$ cat src/rtl/core/abm4_pkg.sv
// Shared types, codes and constants for the ABM4 predictor-corrector step engine.
package abm4_pkg;

  // Field widths
  localparam int IDX_W  = 10;
  localparam int KIND_W = 3;
  localparam int VAL_W  = 32;
  // Weighted derivative sum: |S| <= 160 * 2^31 < 2^39, plus sign
  localparam int SUM_W  = 40;

  // Default element count
  localparam int ELEMENTS_DEF = 1024;

  // Item kinds
  localparam logic [KIND_W-1:0] KIND_SEED_B1 = 3'd0;
  localparam logic [KIND_W-1:0] KIND_SEED_B2 = 3'd1;
  localparam logic [KIND_W-1:0] KIND_SEED_B3 = 3'd2;
  localparam logic [KIND_W-1:0] KIND_PREDICT = 3'd3;
  localparam logic [KIND_W-1:0] KIND_CORRECT = 3'd4;

  // Register file: one register, index taken from paddr[2]
  localparam int          ADDR_W        = 3;
  localparam logic        REG_STEP_SIZE = 1'b0;
  localparam logic [VAL_W-1:0] STEP_RESET = 32'h0001_0000;

  // Predictor coefficients (Adams-Bashforth)
  localparam logic signed [7:0] PC_F0 = 8'sd55;
  localparam logic signed [7:0] PC_F1 = 8'sd59;
  localparam logic signed [7:0] PC_F2 = 8'sd37;
  localparam logic signed [7:0] PC_F3 = 8'sd9;
  // Corrector coefficients (Adams-Moulton); f2 weight is one
  localparam logic signed [7:0] CC_FP = 8'sd9;
  localparam logic signed [7:0] CC_F0 = 8'sd19;
  localparam logic signed [7:0] CC_F1 = 8'sd5;

  // Scaling h*S / (24 * 2^16): split |S| at bit 19, round, then divide by 3
  // Rounding bias is half of 3 * 2^19, i.e. 3 * 2^18
  localparam int               SPLIT      = 19;
  localparam int               MS_W       = SUM_W - 1;
  localparam int               PH_W       = VAL_W + MS_W - SPLIT;
  localparam int               PL_W       = VAL_W + SPLIT;
  localparam logic [SPLIT:0]   ROUND_BIAS = 20'hC_0000;
  localparam int               Q_W        = 52;
  localparam int               Q_LO_W     = 26;
  localparam int               Q_HI_W     = Q_W - Q_LO_W;
  localparam int               A_W        = Q_HI_W - 1;
  localparam int               B_W        = Q_LO_W;
  localparam int               T_W        = Q_LO_W + 2;
  localparam int               MAG_W      = A_W + B_W;
  localparam int               RES_W      = MAG_W + 2;

  // floor(x/3) == (x * RECIP3) >> RECIP3_SHIFT for every 32-bit x
  localparam logic [31:0]      RECIP3       = 32'hAAAA_AAAB;
  localparam int               RECIP3_SHIFT = 33;
  localparam int               PROD3_W      = 64;

  // Saturation limits
  localparam logic [VAL_W-1:0] VAL_MAX = 32'h7FFF_FFFF;
  localparam logic [VAL_W-1:0] VAL_MIN = 32'h8000_0000;

  // Per-item tag carried down the arithmetic pipe
  typedef struct packed {
    logic [IDX_W-1:0]        idx;
    logic                    corr;
    logic signed [VAL_W-1:0] y;
  } side_t;

  // Weighted sum handed from the history stage to the arithmetic pipe
  typedef struct packed {
    logic                    valid;
    side_t                   side;
    logic signed [SUM_W-1:0] s;
  } sum_t;

endpackage

$ cat src/rtl/core/abm4_step.sv
// Arithmetic pipe: h*S/24 scaling with rounding, divide by three, add and saturate.
module abm4_step (
  input  logic                              clk,
  input  logic                              rst,
  input  abm4_pkg::sum_t                    sum,
  input  logic signed [abm4_pkg::VAL_W-1:0] step_size,
  output logic                              adv,
  output logic                              out_valid,
  input  logic                              out_ready,
  output logic [abm4_pkg::IDX_W-1:0]        out_index,
  output logic                              is_corrected,
  output logic signed [abm4_pkg::VAL_W-1:0] out_value,
  output logic                              saturated
);

  localparam int VW  = abm4_pkg::VAL_W;
  localparam int SW  = abm4_pkg::SUM_W;
  localparam int MW  = abm4_pkg::MS_W;
  localparam int SP  = abm4_pkg::SPLIT;
  localparam int PHW = abm4_pkg::PH_W;
  localparam int PLW = abm4_pkg::PL_W;
  localparam int QW  = abm4_pkg::Q_W;
  localparam int QLW = abm4_pkg::Q_LO_W;
  localparam int QHW = abm4_pkg::Q_HI_W;
  localparam int AWD = abm4_pkg::A_W;
  localparam int BW  = abm4_pkg::B_W;
  localparam int TW  = abm4_pkg::T_W;
  localparam int GW  = abm4_pkg::MAG_W;
  localparam int RW  = abm4_pkg::RES_W;
  localparam int PW  = abm4_pkg::PROD3_W;
  localparam int RS  = abm4_pkg::RECIP3_SHIFT;

  // Stage valids
  logic v2, v3, v4, v5, v6, v7;

  // Stage payloads
  abm4_pkg::side_t      side2, side3, side4, side5, side6, side7;
  logic signed [SW-1:0] s2;
  logic                 neg3, neg4, neg5, neg6, neg7;
  logic [VW-1:0]        mh3;
  logic [MW-1:0]        ms3;
  logic [PHW-1:0]       phi4;
  logic [PLW-1:0]       plo4;
  logic [QW-1:0]        q5;
  logic [AWD-1:0]       a6, a7;
  logic [QHW-1:0]       qh6;
  logic [QLW-1:0]       ql6;
  logic [BW-1:0]        b7;

  // Combinational per stage
  logic [SW-1:0]        s_abs;
  logic [VW-1:0]        mh_next;
  logic                 neg_next;
  logic [PHW-1:0]       phi_next;
  logic [PLW-1:0]       plo_next;
  logic [PLW:0]         plo_round;
  logic [QW-1:0]        q_next;
  logic [PW-1:0]        prod_a;
  logic [QHW-1:0]       three_a;
  logic [QHW-1:0]       rem_a;
  logic [TW-1:0]        t_div;
  logic [PW-1:0]        prod_b;
  logic [GW-1:0]        mag;
  logic signed [RW-1:0] delta;
  logic signed [RW-1:0] res;
  logic                 sat_hi, sat_lo;

  // Whole pipe moves while the result register can take a transaction
  assign adv = !out_valid || out_ready;

  always_ff @(posedge clk) begin
    if (rst) begin
      v2        <= 1'b0;
      v3        <= 1'b0;
      v4        <= 1'b0;
      v5        <= 1'b0;
      v6        <= 1'b0;
      v7        <= 1'b0;
      out_valid <= 1'b0;
    end else if (adv) begin
      v2        <= sum.valid;
      v3        <= v2;
      v4        <= v3;
      v5        <= v4;
      v6        <= v5;
      v7        <= v6;
      out_valid <= v7;
    end
  end

  // Magnitudes and result sign
  assign s_abs    = s2[SW-1] ? SW'(-s2) : SW'(s2);
  assign mh_next  = step_size[VW-1] ? VW'(-step_size) : VW'(step_size);
  assign neg_next = s2[SW-1] ^ step_size[VW-1];

  // Split products |h| * |S|
  assign phi_next = PHW'(mh3) * PHW'(ms3[MW-1:SP]);
  assign plo_next = PLW'(mh3) * PLW'(ms3[SP-1:0]);

  // Rounded sum of the partial products
  assign plo_round = (PLW+1)'(plo4) + (PLW+1)'(abm4_pkg::ROUND_BIAS);
  assign q_next    = QW'(phi4) + QW'(plo_round >> SP);

  // Divide by three, upper half
  assign prod_a = PW'(q5[QW-1:QLW]) * PW'(abm4_pkg::RECIP3);

  // Divide by three, remainder carried into lower half
  assign three_a = QHW'(a6) + QHW'({a6, 1'b0});
  assign rem_a   = qh6 - three_a;
  assign t_div   = {rem_a[1:0], ql6};
  assign prod_b  = PW'(t_div) * PW'(abm4_pkg::RECIP3);

  // Signed add to y and saturation
  assign mag    = {a7, b7};
  assign delta  = neg7 ? -$signed(RW'(mag)) : $signed(RW'(mag));
  assign res    = RW'(side7.y) + delta;
  assign sat_hi = !res[RW-1] && (res[RW-2:VW-1] != '0);
  assign sat_lo = res[RW-1] && (res[RW-2:VW-1] != '1);

  // Stage registers
  always_ff @(posedge clk) begin
    if (adv) begin
      side2 <= sum.side;
      s2    <= sum.s;

      side3 <= side2;
      neg3  <= neg_next;
      mh3   <= mh_next;
      ms3   <= s_abs[MW-1:0];

      side4 <= side3;
      neg4  <= neg3;
      phi4  <= phi_next;
      plo4  <= plo_next;

      side5 <= side4;
      neg5  <= neg4;
      q5    <= q_next;

      side6 <= side5;
      neg6  <= neg5;
      a6    <= prod_a[RS +: AWD];
      qh6   <= q5[QW-1:QLW];
      ql6   <= q5[QLW-1:0];

      side7 <= side6;
      neg7  <= neg6;
      a7    <= a6;
      b7    <= prod_b[RS +: BW];

      out_index    <= side7.idx;
      is_corrected <= side7.corr;
      saturated    <= sat_hi || sat_lo;
      if (sat_hi) begin
        out_value <= abm4_pkg::VAL_MAX;
      end else if (sat_lo) begin
        out_value <= abm4_pkg::VAL_MIN;
      end else begin
        out_value <= res[VW-1:0];
      end
    end
  end

`ifndef SYNTHESIS
  // A clipped result sits at one of the range limits
  assert property (@(posedge clk) disable iff (rst)
    out_valid && saturated |->
      (out_value == abm4_pkg::VAL_MAX) || (out_value == abm4_pkg::VAL_MIN))
    else $error("abm4_step: saturation flag without limit value");

  // A zero increment passes y through unclipped
  assert property (@(posedge clk) disable iff (rst)
    adv && v7 && (a7 == '0) && (b7 == '0) |=>
      out_valid && !saturated && (out_value == $past(side7.y)))
    else $error("abm4_step: zero increment altered the value");

  // The last stage lands in the result register with its own tag
  assert property (@(posedge clk) disable iff (rst)
    adv && v7 |=> out_valid && (out_index == $past(side7.idx)) &&
                  (is_corrected == $past(side7.corr)))
    else $error("abm4_step: result tag lost between stages");
`endif

endmodule

$ cat config.mk
export PLATFORM = sky130hd
export DESIGN_NAME = abm4_step
export DESIGN_NICKNAME = d
export VERILOG_FILES = /design/src/rtl/core/abm4_pkg.sv /design/src/rtl/core/abm4_step.sv
export SDC_FILE = /design/constraint.sdc
export NUM_CORES = 2
export LEC_CHECK = 0
export ABC_CLOCK_PERIOD_IN_PS = 35700
export BUFFER_PORTS_ARGS = -buffer_cell sky130_fd_sc_hd__buf_4
export CAP_MARGIN = 20
export CORE_ASPECT_RATIO = 0.75
export CORE_MARGIN = 2
export CORE_UTILIZATION = 58
export DETAILED_ROUTE_END_ITERATION = 16
export GPL_ROUTABILITY_DRIVEN = 1
export PLACE_DENSITY = 0.75
export SYNTH_ARGS = -nofsm -noshare
export SYNTH_HDL_FRONTEND = slang
export SYNTH_SLANG_ARGS = --single-unit
export TNS_END_PERCENT = 1
$ cat constraint.sdc
create_clock -name clk -period 35.7 [get_ports clk]
set_input_delay 3.57 -clock clk [delete_from_list [all_inputs] [get_ports clk]]
set_output_delay 3.57 -clock clk [all_outputs]
set_load 0.02 [all_outputs]
==> run summary <==
Status -> complete, no violations
Maximum number of pins on one net before global-route repair -> 82
Top FF cell, synth -> sky130_fd_sc_hd__edfxtp_1
Remaining antenna violation count -> 0
Longest Clk Path Bufs -> 3
Number of DRC markers in iteration 0 -> 4062
Top-count cell post-synth -> sky130_fd_sc_hd__inv_1
Die extent in x -> 447 µm
DRC errors left -> 0
Flip-flop and latch area -> 19900 µm²
Post-Syn Area per Cell -> 10.4 µm²
Library cell with the largest summed area after synthesis -> sky130_fd_sc_hd__fa_1
Fraction of post-synthesis cell area in the top cell type by area -> 34.0%
Floorplan die height -> 336 µm
Number of warnings printed during yosys synthesis -> 0
Depth of the CTS H-tree -> 3
Flop-to-flop setup slack -> 27.59 ns
Die footprint -> 150000 µm²
Net count after synthesis -> 10586
Final cell utilization of the core -> 62.3%
Synthesis-to-layout area growth -> 6.41%
Number of synthesized flops with an enable pin -> 659
Largest cells by area after synthesis -> sky130_fd_sc_hd__fa_1 (34%), sky130_fd_sc_hd__edfxtp_1 (23%), sky130_fd_sc_hd__ha_1 (12%)
Max capacitance violation total -> 0
Count of pins on the block boundary -> 165
Required time worst endpoint -> 32.13 ns
Number of inserted filler cells in the final layout -> 11700
Clock sink count -> 666
Sum of negative setup slack -> 0 ns
Number of cell rows -> 121
Final worst path period need -> 8.20 ns
Maximum clock skew at final layout -> 0.0457 ns
Register clock-pin slew on the reported worst setup and hold paths -> 0.07 ns
Drt pass-1 iters -> 5
Clock buffer count from CTS -> 67
Kind of critical path -> input port to output port
Setup violators final -> 0
Initial antenna violation count -> 2
Core box area -> 146000 µm²
Global-route wire length before repair -> 325000 µm
FF-to-FF Start -> mh3[2]$_DFFE_PP_
Synth cell count leaders -> sky130_fd_sc_hd__inv_1 (1799), sky130_fd_sc_hd__fa_1 (1448), sky130_fd_sc_hd__nand2_1 (930)
Sequential area share after synthesis -> 23.4%
Worst slew margin relative to its limit -> 23.4%
IO Port Bufs -> 164
Transition at the pin with the smallest max-transition slack -> 1.15 ns
Worst hold-check slack -> 0.388 ns
Hold Path Stages -> 0
Number of nets in the layout -> 10603
Cts hold-fix bufs -> 0
Top fanout value on the critical path -> 56
Average via count per standard cell -> 5.57
Proportion of layout cells with a drive suffix above 1 -> 4.52%
Hold/Removal Path Class -> flop to flop
Area taken by multi-input logic gates -> 57500 µm²
Number of placed instances, taps included -> 10118
Placer's final routability congestion estimate -> 0.960
Final hold viol count -> 0
Hold endpoint -> ql6[2]$_DFFE_PP_
Starting density of the core -> 58.6%
RSZ-0062 raised after global routing -> false
Worst EP arrival -> 4.63 ns
Routed WL -> 201000 µm
TritonCTS clock tree -> done
Avg WL per Cell -> 19.6 µm
Highest clock frequency the design can meet -> 0.122 GHz
# Post-CTS Setup Buffers -> 0
Via count of the routed design -> 56978
Async SR Flop Fraction -> 0%
Ratio of final minimum period to clock period -> 23.0%
Total half-perimeter wirelength after legalization and detailed placement -> 151000 µm
Startpoint of the most critical hold path -> q5[2]$_DFFE_PP_
Vias in the first global route -> 60518
Post-synth design cell area -> 85300 µm²
Number of antenna repair diodes -> 0
Remaining Overflow, GRT -> 0
Synthesized instance count -> 8203
Netlist cell types -> 85
Clock latency at the later pin of the worst-skew pair -> 0.71 ns
Root buffer cell -> sky130_fd_sc_hd__clkbuf_16
#FFs+latches synth -> 666
Max-slew violation total from the final report -> 0
Combined global-route utilization of all metal layers -> 27.6%
Post-cts sizing count -> 0
Worst setup SP type -> input port
Crit end category -> output port
Fin cells -> 10238
FF-to-FF path depth -> 23
End of the worst register-to-register path -> plo4[44]$_DFFE_PP_
==> stage by stage <==
stage	instance area [µm²]	worst slack (ns)
2_1_floorplan	85300	10.26
3_3_place_gp	88500	27.45
3_5_place_dp	88500	27.44
4_1_cts	90700	27.44
5_1_grt	90800	27.28
6_report	90800	27.50
==> layout make-up <==
cell class / instances / share of cell area (%)
Timing Repair Buffer: 251 / 2.09
Clock inverter: 38 / 0.562
Clock buffer: 81 / 1.90
Tap cell: 1968 / 2.71
Multi-Input combinational cell: 5433 / 63.3
Sequential cell: 666 / 22.0
Inverter: 1801 / 7.45
==> layout by cell type, fill, tap and decap left out, types with 28 or more instances in the layout <==
cell type,count
sky130_fd_sc_hd__xnor2_1,287
sky130_fd_sc_hd__nor2_1,165
sky130_fd_sc_hd__o21ai_0,152
sky130_fd_sc_hd__and3_1,29
sky130_fd_sc_hd__and2_1,506
sky130_fd_sc_hd__or3_1,30
sky130_fd_sc_hd__edfxtp_1,659
sky130_fd_sc_hd__ha_1,816
sky130_fd_sc_hd__xor2_1,92
sky130_fd_sc_hd__buf_4,249
sky130_fd_sc_hd__nor3_1,54
sky130_fd_sc_hd__o22ai_1,30
sky130_fd_sc_hd__o21a_1,35
sky130_fd_sc_hd__nand2b_1,28
sky130_fd_sc_hd__o21bai_1,36
sky130_fd_sc_hd__fa_1,1448
sky130_fd_sc_hd__nand4_1,60
sky130_fd_sc_hd__a21o_1,118
sky130_fd_sc_hd__inv_1,1799
sky130_fd_sc_hd__nor2b_1,33
sky130_fd_sc_hd__nand3_1,57
sky130_fd_sc_hd__a21oi_1,217
sky130_fd_sc_hd__nand2_1,930
sky130_fd_sc_hd__o31ai_1,45
sky130_fd_sc_hd__clkbuf_16,67
==> flip-flops by register name, indices dropped and copies added, names as in the netlist, 2 cells and up <==
register / count
side5: 43
out_index: 10
a7: 25
ms3: 39
side3: 43
side2: 43
b7: 26
plo4: 33
side7: 43
a6: 25
s2: 40
phi4: 52
qh6: 2
out_value: 32
ql6: 26
side4: 43
mh3: 32
side6: 43
q5: 52
==> critical path, cell delays in order <==
cell and delay, ns:
sky130_fd_sc_hd__buf_4 0.08, sky130_fd_sc_hd__nand2b_4 0.66, sky130_fd_sc_hd__buf_4 0.31
==> logic make-up after synthesis <==
kind of cell,share of synthesized area (%)
buf+inv,9.27
flops,23.4
mux,0.107
fa+ha+maj,46.0
xor+xnor,3.89
compound gates,6.16
simple gates,11.3
==> how the worst max path moves through the flow <==
stage,cells after the start,from,slack [ns],end
finish,3,out_ready,27.50,adv
global route,26,a6[0]$_DFFE_PP_,27.28,b7[25]$_DFFE_PP_
CTS,3,out_ready,27.44,adv
detailed placement,3,out_ready,27.44,adv
global placement,3,out_ready,27.45,adv
floorplan,2,out_ready,10.26,adv
==> metal layers <==
layer  track usage, %  vias to the layer above  routed length (µm)
li1                 -                    25740                   -
met1             39.2                    28421               85800
met2             42.4                     2446               88600
met3             7.40                      367               21100
met4             7.10                        4                5210
met5                0                        -                  33
Power is not shown: default switching activity piles up to over one toggle a cycle in this logic, so the estimate is an artifact.
